==> src/touch_gesture_classifier_assert.svh <==
// ---------------------------------------------------------------------------
// Assertion macros for the touch gesture classifier
// Clocked implication checks, reset-qualified, reporting through $error.
// ---------------------------------------------------------------------------
`ifndef TOUCH_GESTURE_CLASSIFIER_ASSERT_SVH
`define TOUCH_GESTURE_CLASSIFIER_ASSERT_SVH

// Same-cycle implication: cons must hold whenever ante holds.
`define TGC_ASSERT_IMP(name, clk_s, rst_s, ante, cons) \
  name: assert property (@(posedge clk_s) disable iff (rst_s) (ante) |-> (cons)) \
    else $error("%m: implication check failed");

// Next-cycle implication: cons must hold in the cycle after ante.
`define TGC_ASSERT_NXT(name, clk_s, rst_s, ante, cons) \
  name: assert property (@(posedge clk_s) disable iff (rst_s) (ante) |=> (cons)) \
    else $error("%m: next-cycle check failed");

`endif

==> src/tgc_pkg.sv <==
// ---------------------------------------------------------------------------
// tgc_pkg
// Widths, codes and shared types of the touch gesture classifier.
// ---------------------------------------------------------------------------
package tgc_pkg;

  // Internal precision
  localparam int COORD_WIDTH = 12;
  localparam int TIME_WIDTH  = 32;

  // Fixed field widths
  localparam int OP_W        = 3;
  localparam int RAW_W       = 16;
  localparam int STAMP_W     = 32;
  localparam int GST_W       = 3;
  localparam int POINT_W     = 12;
  localparam int SIZE_W      = 12;
  localparam int PMAX_W      = 16;
  localparam int MIN_DIST_W  = 12;
  localparam int MAX_TIME_W  = 16;
  localparam int CFG_INDEX_W = 3;
  localparam int CFG_DATA_W  = 16;

  // Derived widths
  localparam int DIFF_W  = COORD_WIDTH + 1;
  localparam int CMP_W   = COORD_WIDTH + 2;
  localparam int DIST_W  = (COORD_WIDTH > MIN_DIST_W) ? COORD_WIDTH : MIN_DIST_W;
  localparam int STEP_W  = $clog2(SIZE_W);

  // Event opcodes
  localparam logic [OP_W-1:0] OP_ABS_X  = 3'd0;
  localparam logic [OP_W-1:0] OP_ABS_Y  = 3'd1;
  localparam logic [OP_W-1:0] OP_BUTTON = 3'd2;
  localparam logic [OP_W-1:0] OP_SYNC   = 3'd3;

  // Gesture codes
  localparam logic [GST_W-1:0] GST_NONE  = 3'd0;
  localparam logic [GST_W-1:0] GST_TAP   = 3'd1;
  localparam logic [GST_W-1:0] GST_RIGHT = 3'd2;
  localparam logic [GST_W-1:0] GST_LEFT  = 3'd3;
  localparam logic [GST_W-1:0] GST_DOWN  = 3'd4;
  localparam logic [GST_W-1:0] GST_UP    = 3'd5;

  // Register indexes
  localparam logic [CFG_INDEX_W-1:0] REG_SCREEN_WIDTH  = 3'd0;
  localparam logic [CFG_INDEX_W-1:0] REG_SCREEN_HEIGHT = 3'd1;
  localparam logic [CFG_INDEX_W-1:0] REG_PANEL_MAX_X   = 3'd2;
  localparam logic [CFG_INDEX_W-1:0] REG_PANEL_MAX_Y   = 3'd3;
  localparam logic [CFG_INDEX_W-1:0] REG_MIN_SWIPE     = 3'd4;
  localparam logic [CFG_INDEX_W-1:0] REG_MAX_TIME      = 3'd5;

  // Scaling job handed to the serial scaler
  typedef struct packed {
    logic [RAW_W-1:0]    raw;
    logic [SIZE_W-1:0]   screen;
    logic [PMAX_W-1:0]   pmax;
  } scale_req_t;

  // Classification job handed to the classifier
  typedef struct packed {
    logic [COORD_WIDTH-1:0] cur_x;
    logic [COORD_WIDTH-1:0] cur_y;
    logic [COORD_WIDTH-1:0] start_x;
    logic [COORD_WIDTH-1:0] start_y;
    logic [TIME_WIDTH-1:0]  press_time;
    logic [TIME_WIDTH-1:0]  now;
  } cls_req_t;

endpackage

==> src/tgc_in_if.sv <==
// ---------------------------------------------------------------------------
// tgc_in_if
// Touch event channel: valid/ready handshake with opcode, value and stamp.
// ---------------------------------------------------------------------------
interface tgc_in_if;
  logic                        valid;
  logic                        ready;
  logic [tgc_pkg::OP_W-1:0]    opcode;
  logic [tgc_pkg::RAW_W-1:0]   raw_value;
  logic [tgc_pkg::STAMP_W-1:0] time_ms;

  modport source (output valid, opcode, raw_value, time_ms, input ready);
  modport sink   (input valid, opcode, raw_value, time_ms, output ready);
endinterface

==> src/tgc_out_if.sv <==
// ---------------------------------------------------------------------------
// tgc_out_if
// Gesture result channel: valid/ready handshake with gesture and tap point.
// ---------------------------------------------------------------------------
interface tgc_out_if;
  logic                        valid;
  logic                        ready;
  logic [tgc_pkg::GST_W-1:0]   gesture;
  logic [tgc_pkg::POINT_W-1:0] point_x;
  logic [tgc_pkg::POINT_W-1:0] point_y;

  modport source (output valid, gesture, point_x, point_y, input ready);
  modport sink   (input valid, gesture, point_x, point_y, output ready);
endinterface

==> src/tgc_scaler.sv <==
// ---------------------------------------------------------------------------
// tgc_scaler
// Bit-serial clamp, multiply and divide: floor(min(raw,pmax)*screen/pmax).
// ---------------------------------------------------------------------------
module tgc_scaler (
  input  logic                                clk,
  input  logic                                rst,
  input  logic                                start,
  input  tgc_pkg::scale_req_t                 req,
  output logic                                done,
  output logic [tgc_pkg::COORD_WIDTH-1:0]     result
);

  localparam logic [1:0] SC_IDLE = 2'd0;
  localparam logic [1:0] SC_MUL  = 2'd1;
  localparam logic [1:0] SC_DIV  = 2'd2;
  localparam logic [1:0] SC_DONE = 2'd3;

  localparam logic [tgc_pkg::STEP_W-1:0] LAST_STEP =
    tgc_pkg::STEP_W'(tgc_pkg::SIZE_W - 1);

  logic [1:0]                      state;
  logic [1:0]                      state_next;
  logic [tgc_pkg::STEP_W-1:0]      step;
  logic [tgc_pkg::RAW_W:0]         hi;
  logic [tgc_pkg::RAW_W:0]         hi_next;
  logic [tgc_pkg::SIZE_W-1:0]      lo;
  logic [tgc_pkg::SIZE_W-1:0]      lo_next;
  logic [tgc_pkg::RAW_W-1:0]       mcand;
  logic [tgc_pkg::PMAX_W-1:0]      divisor;
  logic                            zero_div;
  logic [tgc_pkg::RAW_W-1:0]       raw_clamped;
  logic [tgc_pkg::RAW_W:0]         sum;
  logic [tgc_pkg::RAW_W:0]         trial;
  logic                            fits;

  // Clamp raw value to the panel maximum
  assign raw_clamped = (req.raw > req.pmax) ? req.pmax : req.raw;

  // One multiplier bit or one quotient bit per cycle
  always_comb begin
    sum     = hi + ((lo[0]) ? {1'b0, mcand} : '0);
    trial   = {hi[tgc_pkg::RAW_W-1:0], lo[tgc_pkg::SIZE_W-1]};
    fits    = (trial >= {1'b0, divisor});
    hi_next = hi;
    lo_next = lo;
    unique case (state)
      SC_MUL: begin
        hi_next = {1'b0, sum[tgc_pkg::RAW_W:1]};
        lo_next = {sum[0], lo[tgc_pkg::SIZE_W-1:1]};
      end
      SC_DIV: begin
        hi_next = fits ? (trial - {1'b0, divisor}) : trial;
        lo_next = {lo[tgc_pkg::SIZE_W-2:0], fits};
      end
      default: ;
    endcase
  end

  // Sequence multiply then divide phases
  always_comb begin
    state_next = state;
    unique case (state)
      SC_IDLE: if (start) state_next = SC_MUL;
      SC_MUL:  if (step == LAST_STEP) state_next = SC_DIV;
      SC_DIV:  if (step == LAST_STEP) state_next = SC_DONE;
      SC_DONE: state_next = SC_IDLE;
      default: state_next = SC_IDLE;
    endcase
  end

  always_ff @(posedge clk) begin
    if (rst) begin
      state <= SC_IDLE;
      step  <= '0;
    end else begin
      state <= state_next;
      if (state == SC_MUL || state == SC_DIV) begin
        step <= (step == LAST_STEP) ? '0 : step + 1'b1;
      end else begin
        step <= '0;
      end
    end
  end

  // Load operands on start, then shift
  always_ff @(posedge clk) begin
    if (state == SC_IDLE && start) begin
      hi       <= '0;
      lo       <= req.screen;
      mcand    <= raw_clamped;
      divisor  <= req.pmax;
      zero_div <= (req.pmax == '0);
    end else begin
      hi <= hi_next;
      lo <= lo_next;
    end
  end

  assign done   = (state == SC_DONE);
  assign result = zero_div ? '0 : tgc_pkg::COORD_WIDTH'(lo);

endmodule

==> src/tgc_classifier.sv <==
// ---------------------------------------------------------------------------
// tgc_classifier
// Short pipeline that turns a finished press into a gesture result beat.
// ---------------------------------------------------------------------------
module tgc_classifier (
  input  logic                                 clk,
  input  logic                                 rst,
  input  logic                                 launch,
  input  tgc_pkg::cls_req_t                    req,
  input  logic [tgc_pkg::MIN_DIST_W-1:0]       min_swipe_distance,
  input  logic [tgc_pkg::MAX_TIME_W-1:0]       max_swipe_time,
  output logic                                 idle,
  tgc_out_if.source                            result
);

  logic                              s0_valid;
  logic [tgc_pkg::DIFF_W-1:0]        dx;
  logic [tgc_pkg::DIFF_W-1:0]        dy;
  logic [tgc_pkg::TIME_WIDTH-1:0]    elapsed;
  logic [tgc_pkg::COORD_WIDTH-1:0]   sx;
  logic [tgc_pkg::COORD_WIDTH-1:0]   sy;

  logic                              s1_valid;
  logic [tgc_pkg::GST_W-1:0]         s1_gesture;
  logic [tgc_pkg::POINT_W-1:0]       s1_px;
  logic [tgc_pkg::POINT_W-1:0]       s1_py;

  logic [tgc_pkg::DIFF_W-1:0]        ndx;
  logic [tgc_pkg::DIFF_W-1:0]        ndy;
  logic [tgc_pkg::COORD_WIDTH-1:0]   ax;
  logic [tgc_pkg::COORD_WIDTH-1:0]   ay;
  logic                              tap;
  logic                              slow;
  logic                              horiz;
  logic                              vert;
  logic                              dx_pos;
  logic                              dy_pos;
  logic [tgc_pkg::GST_W-1:0]         gesture_c;
  logic                              s1_load;
  logic                              out_load;

  assign s1_load  = s0_valid && !s1_valid;
  assign out_load = s1_valid && (!result.valid || result.ready);
  assign idle     = !s0_valid && !s1_valid;

  // Magnitudes, thresholds and direction
  always_comb begin
    ndx    = -dx;
    ndy    = -dy;
    ax     = tgc_pkg::COORD_WIDTH'(dx[tgc_pkg::DIFF_W-1] ? ndx : dx);
    ay     = tgc_pkg::COORD_WIDTH'(dy[tgc_pkg::DIFF_W-1] ? ndy : dy);
    dx_pos = !dx[tgc_pkg::DIFF_W-1] && (dx != '0);
    dy_pos = !dy[tgc_pkg::DIFF_W-1] && (dy != '0);
    tap    = (tgc_pkg::DIST_W'(ax) < tgc_pkg::DIST_W'(min_swipe_distance)) &&
             (tgc_pkg::DIST_W'(ay) < tgc_pkg::DIST_W'(min_swipe_distance));
    slow   = elapsed > tgc_pkg::TIME_WIDTH'(max_swipe_time);
    horiz  = tgc_pkg::CMP_W'({ax, 1'b0}) >
             (tgc_pkg::CMP_W'({ay, 1'b0}) + tgc_pkg::CMP_W'(ay));
    vert   = tgc_pkg::CMP_W'({ay, 1'b0}) >
             (tgc_pkg::CMP_W'({ax, 1'b0}) + tgc_pkg::CMP_W'(ax));
    if (tap) begin
      gesture_c = tgc_pkg::GST_TAP;
    end else if (slow) begin
      gesture_c = tgc_pkg::GST_NONE;
    end else if (horiz) begin
      gesture_c = dx_pos ? tgc_pkg::GST_RIGHT : tgc_pkg::GST_LEFT;
    end else if (vert) begin
      gesture_c = dy_pos ? tgc_pkg::GST_DOWN : tgc_pkg::GST_UP;
    end else begin
      gesture_c = tgc_pkg::GST_NONE;
    end
  end

  // Stage valid flags and output beat
  always_ff @(posedge clk) begin
    if (rst) begin
      s0_valid     <= 1'b0;
      s1_valid     <= 1'b0;
      result.valid <= 1'b0;
    end else begin
      if (launch) begin
        s0_valid <= 1'b1;
      end else if (s1_load) begin
        s0_valid <= 1'b0;
      end
      if (s1_load) begin
        s1_valid <= 1'b1;
      end else if (out_load) begin
        s1_valid <= 1'b0;
      end
      if (out_load) begin
        result.valid <= 1'b1;
      end else if (result.ready) begin
        result.valid <= 1'b0;
      end
    end
  end

  // Capture differences on launch
  always_ff @(posedge clk) begin
    if (launch) begin
      dx      <= {1'b0, req.cur_x} - {1'b0, req.start_x};
      dy      <= {1'b0, req.cur_y} - {1'b0, req.start_y};
      elapsed <= req.now - req.press_time;
      sx      <= req.start_x;
      sy      <= req.start_y;
    end
  end

  // Hold the decided gesture until the output slot frees
  always_ff @(posedge clk) begin
    if (s1_load) begin
      s1_gesture <= gesture_c;
      s1_px      <= tap ? tgc_pkg::POINT_W'(sx) : '0;
      s1_py      <= tap ? tgc_pkg::POINT_W'(sy) : '0;
    end
    if (out_load) begin
      result.gesture <= s1_gesture;
      result.point_x <= s1_px;
      result.point_y <= s1_py;
    end
  end

endmodule

==> src/touch_gesture_classifier.sv <==
// ---------------------------------------------------------------------------
// touch_gesture_classifier
// Touch event framing, coordinate scaling and tap/swipe classification.
// ---------------------------------------------------------------------------
// Takes one touch event per beat on evt and emits at most one gesture beat on
// result, on the release frame that ends a press. An X or Y event is clamped
// and scaled by a bit-serial unit that runs 12 shift-add multiply steps and 12
// restoring divide steps, one bit each, and a new event is taken only after
// the scaled value is stored. A button event, an ignored opcode or a sync
// that ends no press does not hold up the next event; one that ends a press
// does until the classifier is empty and takes the press. Its gesture then
// passes the difference, decision and result registers. While a result beat
// waits to be taken, one more finished press is held inside the classifier,
// so events keep flowing up to the second press-ending sync that follows.
// Registers are written through cfg_write, cfg_index and cfg_data; the user
// must write them only while the block is idle; the block does not enforce it.
// ---------------------------------------------------------------------------
`include "touch_gesture_classifier_assert.svh"

module touch_gesture_classifier (
  input  logic                              clk,
  input  logic                              rst,
  input  logic                              cfg_write,
  input  logic [tgc_pkg::CFG_INDEX_W-1:0]   cfg_index,
  input  logic [tgc_pkg::CFG_DATA_W-1:0]    cfg_data,
  tgc_in_if.sink                            evt,
  tgc_out_if.source                         result
);

  localparam logic [1:0] ST_IDLE  = 2'd0;
  localparam logic [1:0] ST_SCALE = 2'd1;
  localparam logic [1:0] ST_CLASS = 2'd2;

  // Configuration registers
  logic [tgc_pkg::SIZE_W-1:0]       screen_width;
  logic [tgc_pkg::SIZE_W-1:0]       screen_height;
  logic [tgc_pkg::PMAX_W-1:0]       panel_max_x;
  logic [tgc_pkg::PMAX_W-1:0]       panel_max_y;
  logic [tgc_pkg::MIN_DIST_W-1:0]   min_swipe_distance;
  logic [tgc_pkg::MAX_TIME_W-1:0]   max_swipe_time;

  // Gesture state
  logic [1:0]                       state;
  logic                             awaiting_release;
  logic                             touch_down;
  logic                             frame_changed;
  logic                             axis_y;
  logic [tgc_pkg::COORD_WIDTH-1:0]  current_x;
  logic [tgc_pkg::COORD_WIDTH-1:0]  current_y;
  logic [tgc_pkg::COORD_WIDTH-1:0]  start_x;
  logic [tgc_pkg::COORD_WIDTH-1:0]  start_y;
  logic [tgc_pkg::TIME_WIDTH-1:0]   press_time;
  logic [tgc_pkg::TIME_WIDTH-1:0]   sync_time;

  logic                             accept;
  logic [tgc_pkg::TIME_WIDTH-1:0]   now;
  logic                             scl_start;
  tgc_pkg::scale_req_t              scl_req;
  logic                             scl_done;
  logic [tgc_pkg::COORD_WIDTH-1:0]  scl_result;
  logic                             cls_launch;
  logic                             cls_idle;
  tgc_pkg::cls_req_t                cls_req;

  assign evt.ready = (state == ST_IDLE);
  assign accept    = evt.valid && evt.ready;
  assign now       = tgc_pkg::TIME_WIDTH'(evt.time_ms);

  // Configuration write decode
  always_ff @(posedge clk) begin
    if (rst) begin
      screen_width       <= tgc_pkg::SIZE_W'(800);
      screen_height      <= tgc_pkg::SIZE_W'(480);
      panel_max_x        <= tgc_pkg::PMAX_W'(4095);
      panel_max_y        <= tgc_pkg::PMAX_W'(4095);
      min_swipe_distance <= tgc_pkg::MIN_DIST_W'(50);
      max_swipe_time     <= tgc_pkg::MAX_TIME_W'(400);
    end else if (cfg_write) begin
      unique case (cfg_index)
        tgc_pkg::REG_SCREEN_WIDTH:  screen_width  <= cfg_data[tgc_pkg::SIZE_W-1:0];
        tgc_pkg::REG_SCREEN_HEIGHT: screen_height <= cfg_data[tgc_pkg::SIZE_W-1:0];
        tgc_pkg::REG_PANEL_MAX_X:   panel_max_x   <= cfg_data;
        tgc_pkg::REG_PANEL_MAX_Y:   panel_max_y   <= cfg_data;
        tgc_pkg::REG_MIN_SWIPE:
          min_swipe_distance <= cfg_data[tgc_pkg::MIN_DIST_W-1:0];
        tgc_pkg::REG_MAX_TIME:      max_swipe_time <= cfg_data;
        default: ;
      endcase
    end
  end

  // Start scaling on a coordinate beat
  assign scl_start      = accept &&
                          (evt.opcode == tgc_pkg::OP_ABS_X || evt.opcode == tgc_pkg::OP_ABS_Y);
  assign scl_req.raw    = evt.raw_value;
  assign scl_req.screen = (evt.opcode == tgc_pkg::OP_ABS_Y) ? screen_height : screen_width;
  assign scl_req.pmax   = (evt.opcode == tgc_pkg::OP_ABS_Y) ? panel_max_y : panel_max_x;

  tgc_scaler u_scaler (
    .clk    (clk),
    .rst    (rst),
    .start  (scl_start),
    .req    (scl_req),
    .done   (scl_done),
    .result (scl_result)
  );

  // Hand a finished press to the classifier
  assign cls_launch         = (state == ST_CLASS) && cls_idle;
  assign cls_req.cur_x      = current_x;
  assign cls_req.cur_y      = current_y;
  assign cls_req.start_x    = start_x;
  assign cls_req.start_y    = start_y;
  assign cls_req.press_time = press_time;
  assign cls_req.now        = sync_time;

  tgc_classifier u_classifier (
    .clk                (clk),
    .rst                (rst),
    .launch             (cls_launch),
    .req                (cls_req),
    .min_swipe_distance (min_swipe_distance),
    .max_swipe_time     (max_swipe_time),
    .idle               (cls_idle),
    .result             (result)
  );

  // Frame tracking and press/release sequencing
  always_ff @(posedge clk) begin
    if (rst) begin
      state            <= ST_IDLE;
      awaiting_release <= 1'b0;
      touch_down       <= 1'b0;
      frame_changed    <= 1'b0;
      axis_y           <= 1'b0;
      current_x        <= '0;
      current_y        <= '0;
      start_x          <= '0;
      start_y          <= '0;
      press_time       <= '0;
      sync_time        <= '0;
    end else begin
      unique case (state)
        ST_IDLE: begin
          if (accept) begin
            unique case (evt.opcode) inside
              tgc_pkg::OP_ABS_X, tgc_pkg::OP_ABS_Y: begin
                axis_y        <= (evt.opcode == tgc_pkg::OP_ABS_Y);
                frame_changed <= 1'b1;
                state         <= ST_SCALE;
              end
              tgc_pkg::OP_BUTTON: begin
                touch_down    <= (evt.raw_value != '0);
                frame_changed <= 1'b1;
              end
              tgc_pkg::OP_SYNC: begin
                if (frame_changed) begin
                  frame_changed <= 1'b0;
                  if (!awaiting_release && touch_down) begin
                    start_x          <= current_x;
                    start_y          <= current_y;
                    press_time       <= now;
                    awaiting_release <= 1'b1;
                  end else if (awaiting_release && !touch_down) begin
                    awaiting_release <= 1'b0;
                    sync_time        <= now;
                    state            <= ST_CLASS;
                  end
                end
              end
              default: ;
            endcase
          end
        end
        ST_SCALE: begin
          if (scl_done) begin
            if (axis_y) begin
              current_y <= scl_result;
            end else begin
              current_x <= scl_result;
            end
            state <= ST_IDLE;
          end
        end
        ST_CLASS: begin
          if (cls_launch) state <= ST_IDLE;
        end
        default: state <= ST_IDLE;
      endcase
    end
  end

  // Checks
  `TGC_ASSERT_NXT(a_coord_scales, clk, rst, scl_start, state == ST_SCALE)
  `TGC_ASSERT_IMP(a_done_in_scale, clk, rst, scl_done, state == ST_SCALE)
  `TGC_ASSERT_IMP(a_launch_idle, clk, rst, cls_launch, cls_idle && !awaiting_release)
  `TGC_ASSERT_IMP(a_point_only_tap, clk, rst,
                  result.valid && result.gesture != tgc_pkg::GST_TAP,
                  result.point_x == '0 && result.point_y == '0)

endmodule

==> src/flat_wrapper.sv <==
// flat-port wrapper written by rule: the top's interface ports become plain ports
module touch_gesture_classifier_flat 
  (clk, rst, cfg_write, cfg_index, cfg_data, evt_valid, evt_opcode, evt_raw_value, evt_time_ms, evt_ready, result_valid, result_gesture, result_point_x, result_point_y, result_ready);
  tgc_in_if evt_i ();
  tgc_out_if result_i ();
  input  logic clk;
  input  logic rst;
  input  logic cfg_write;
  input  logic [tgc_pkg::CFG_INDEX_W-1:0] cfg_index;
  input  logic [tgc_pkg::CFG_DATA_W-1:0] cfg_data;
  input wire logic [$bits(evt_i.valid)-1:0] evt_valid;
  input wire logic [$bits(evt_i.opcode)-1:0] evt_opcode;
  input wire logic [$bits(evt_i.raw_value)-1:0] evt_raw_value;
  input wire logic [$bits(evt_i.time_ms)-1:0] evt_time_ms;
  output wire logic [$bits(evt_i.ready)-1:0] evt_ready;
  output wire logic [$bits(result_i.valid)-1:0] result_valid;
  output wire logic [$bits(result_i.gesture)-1:0] result_gesture;
  output wire logic [$bits(result_i.point_x)-1:0] result_point_x;
  output wire logic [$bits(result_i.point_y)-1:0] result_point_y;
  input wire logic [$bits(result_i.ready)-1:0] result_ready;
  assign evt_i.valid = evt_valid;
  assign evt_i.opcode = evt_opcode;
  assign evt_i.raw_value = evt_raw_value;
  assign evt_i.time_ms = evt_time_ms;
  assign evt_ready = evt_i.ready;
  assign result_valid = result_i.valid;
  assign result_gesture = result_i.gesture;
  assign result_point_x = result_i.point_x;
  assign result_point_y = result_i.point_y;
  assign result_i.ready = result_ready;
  touch_gesture_classifier u_core (.clk(clk), .rst(rst), .cfg_write(cfg_write), .cfg_index(cfg_index), .cfg_data(cfg_data), .evt(evt_i), .result(result_i));
endmodule
==> config.mk <==
export PLATFORM = sky130hd
export DESIGN_NAME = touch_gesture_classifier_flat
export DESIGN_NICKNAME = d
export VERILOG_FILES = /design/src/tgc_pkg.sv /design/src/tgc_in_if.sv /design/src/tgc_out_if.sv /design/src/tgc_scaler.sv /design/src/tgc_classifier.sv /design/src/touch_gesture_classifier.sv /design/src/flat_wrapper.sv
export VERILOG_INCLUDE_DIRS = /design/src /design/src/src
export SDC_FILE = /design/constraint.sdc
export NUM_CORES = 1
export LEC_CHECK = 0
export ABC_CLOCK_PERIOD_IN_PS = 12000
export BUFFER_PORTS_ARGS = -buffer_cell sky130_fd_sc_hd__buf_2
export CORE_UTILIZATION = 54
export DETAILED_ROUTE_END_ITERATION = 12
export PLACE_DENSITY = 0.8
export SYNTH_ARGS = -nofsm -noshare
export SYNTH_HDL_FRONTEND = slang
export SYNTH_SLANG_ARGS = --single-unit
==> constraint.sdc <==
create_clock -name clk -period 12 [get_ports clk]
set_input_delay 3 -clock clk [delete_from_list [all_inputs] [get_ports clk]]
set_output_delay 3 -clock clk [all_outputs]
set_load 0.01 [all_outputs]
==> results.yml <==
status:
  status: "finished, final reports clean"
setup_path:
  cpPeakStageDelay_ns: 0.45
  r2r_slack_ns: 6.26
  cp_num_buf_inv: 3
  critPathMostFrequentCell: "a21o_1"
  ff2ff_path_depth: 20
  cp.arrival_ns: 6.47
  cp_max_fo: 39
  cp_top_family: "compound AO/OA/AOI/OAI gates"
  worstSetupStartpointType: "input pin"
  slowest_stage: "buf_4"
  critical_path_required_ns: 12.34
  worstReg2RegStart: "u_core.u_classifier.dx[0]"
  worstSetupEndpointType: "flop"
  crit_type: "in2reg"
  worstReg2RegEnd: "u_core.u_classifier.s1_gesture[0]"
  cp_cell_sequence: "buf_2, nor3b_2, buf_4, mux2i_1, ha_1, a21o_1, a21o_1, a21o_1, a21o_1, a21o_1, a21o_1, a21oi_1, o21ai_0, o41ai_2, buf_4, mux2_2"
final_layout:
  post-route-util: 0.605
  final_area_um2: 25300
  area_growth_syn_to_layout_pct: 10.5
  multi_input_area_um2: 11900
  drive_gt1_frac: 0.0995
  diodes: 0
  nFillCells: 3460
  nNetsFinal: 2843
  seq_area_um2: 10000
routing:
  via_per_inst: 5.81
  finalWirelength_um: 54300
  dr.pass1.iters: 5
  dr.first_iter.drc_count: 1387
  via_count: 18200
  ant_nets: 0
  wl_per_cell_um: 17.3
  drcViolationCount: 0
floorplanning:
  rows: 75
  num_io_pins: 104
  fp.dieArea_um2: 43200
  die_w_um: 208
  die_h_um: 208
  core-area_um2: 41900
  start_util: 0.547
clock_network:
  post_cts_resized: 0
  clk_latency_ns: 0.59
  post_cts_buffers: 0
  cts.sinks: 409
  cts_buffers: 43
  cts_tree: "done"
  clk_path_buf_depth: 3
  clk_pin_slew_ns: 0.06
  ctsHoldBuffers: 0
  cts-htree-levels: 2
  cts-root-buf: "clkbuf_16"
sta:
  hold_viol: 0
  max_slew.worst_pin.slew_ns: 1.19
  fmax_ghz: 0.163
  relSlewSlack: 0.206
  slew_violations: 0
  clock-skew-final_ns: 0.0122
  rsz0062_at_grt: "no"
  fin_tns_setup_ns: 0
  min_period_over_period: 0.511
  setup_viol: 0
  min_period_ns: 6.13
pwr:
  pwr-share-seq: 0.427
  ir_drop_mv: 0.122
  switching_share: 0.294
  p_int_w: 0.00265
  p_clk_frac: 0.359
  p_leak_nw: 9.75
  power.density_nw_per_um2: 148
  power.switching_w: 0.00110
  p_comb_frac: 0.213
synthesis:
  synth_area_um2: 22900
  synth.most_common_cell: "nand2_1"
  synth_common_cells: "435 x nand2_1, 258 x a21oi_1, 228 x dfxtp_1, 193 x ha_1, 190 x inv_1"
  synth_edf_count: 181
  synthTopCellsByArea: "edfxtp_1 24%, dfxtp_1 20%, ha_1 11%"
  synth_nets: 2771
  synth_top_cell_by_area: "edfxtp_1"
  ys_warn_count: 0
  synthFlopType: "dfxtp_1"
  synth_top_area_frac: 0.237
  synth_cell_types: 89
  synth-seq-cells: 409
  synthCells: 2496
  async_flop_share: 0
  synth_area_per_cell_um2: 9.18
  seq_area_frac_synth: 0.437
global_routing:
  top_usage_layer: "met2"
  grt.overflow.total: 0
  use_met3: 0.0408
  grt_pass1_vias: 17500
  antenna_found_initial: 1
  grt_max_degree: 99
  grtUsageMet1: 0.325
  groute.usage.overall: 0.249
  grt_pass1_wl_um: 87600
  grtUsageMet2: 0.417
min_path:
  min_to: "u_core.u_classifier.result.point_x[9]"
  hold_start: "u_core.u_classifier.s1_px[9]"
  hold_depth: 0
  hold_path_class: "reg2reg"
placement:
  gp_congestion: 0.955
  io_buffers: 103
  place_hpwl_um: 40000
  placed_area_um2: 23900
flow_run:
  cap_violations: 0
## final cells by class
cell class	instances	share of cell area
clock buffers	60	0.0482
multi-input cells	1806	0.469
clock inverters	20	0.00830
inverters	192	0.0285
flip-flops and latches	409	0.395
well taps	539	0.0266
repair buffers	116	0.0243
## state kept, by name, indices dropped and copies added, names as in the netlist, 13 cells and up
signal,flops
u_core.panel_max_x,16
u_core.sync_time,32
u_core.u_classifier.dx,13
u_core.u_classifier.elapsed,32
u_core.u_classifier.dy,13
u_core.u_scaler.mcand,16
u_core.panel_max_y,16
u_core.u_scaler.hi,17
u_core.press_time,32
u_core.u_scaler.divisor,16
u_core.max_swipe_time,16
## how the worst max path moves through the flow
stage	slack (ns)	start	to	cells after the start
global route	5.68	evt_opcode[2]	u_core.u_scaler.mcand[6]	16
finish	5.87	evt_opcode[2]	u_core.u_scaler.mcand[6]	16
floorplan	2.32	u_core.state[1]	u_core.u_classifier.dx[0]	1
detailed placement	5.28	evt_opcode[2]	u_core.u_scaler.mcand[6]	16
global placement	5.38	evt_opcode[2]	u_core.u_scaler.mcand[13]	16
CTS	5.89	evt_opcode[2]	u_core.u_scaler.mcand[6]	16
## power by group through the flow
stage	Sequential [W]	Combinational, W	Clock [W]
floorplan	0.00160	0.000612	0
global placement	0.00163	0.000758	0
detailed placement	0.00164	0.000783	0
CTS	0.00161	0.000789	0.00137
global route	0.00162	0.000885	0.00142
finish	0.00161	0.000802	0.00135
## layout by cell type (no fill, tap or decap), types with 30 or more instances in the layout
cell type  synthesis  layout
ha_1             193     193
nor2_1           112     112
edfxtp_1         181     181
clkbuf_16          0      44
nor2b_1           55      54
dfxtp_1          228     228
nand3_1           47      47
nor3_1            30      30
buf_2              3     102
a21oi_1          258     258
and2_1            46      45
mux2i_1           53      53
o21ai_0           97      96
xnor2_1           61      61
inv_1            190     190
a21o_1            54      54
nand2_1          435     434
xor2_1            39      39
## logic make-up after synthesis
kind of cell / after synthesis / synth area share
muxes: 79 / 0.0359
buffers and inverters: 281 / 0.0462
DFF: 409 / 0.437
and+or+nand+nor: 852 / 0.174
AOI/OAI and AO/OA: 572 / 0.155
adders and majority gates: 200 / 0.112
xor gates and xnor gates: 103 / 0.0409
## per-stage QoR
stage	setup slack (ns)	power, W	hold slack, ns	std cells
finish	5.87	0.00376	0.417	3142
global route	5.68	0.00393	0.424	3142
CTS	5.89	0.00376	0.418	3142
detailed placement	5.28	0.00242	0.405	3062
global placement	5.38	0.00239	0.401	3062
floorplan	2.32	0.00221	0.400	2496
## metal layers
metal,share of wire,vias to the layer above
met5,0.00018,-
met4,0.032,2
met2,0.47,674
met1,0.43,8592
met3,0.069,118
li1,-,8857
No activity file was read; power rests on OpenSTA's default activity.
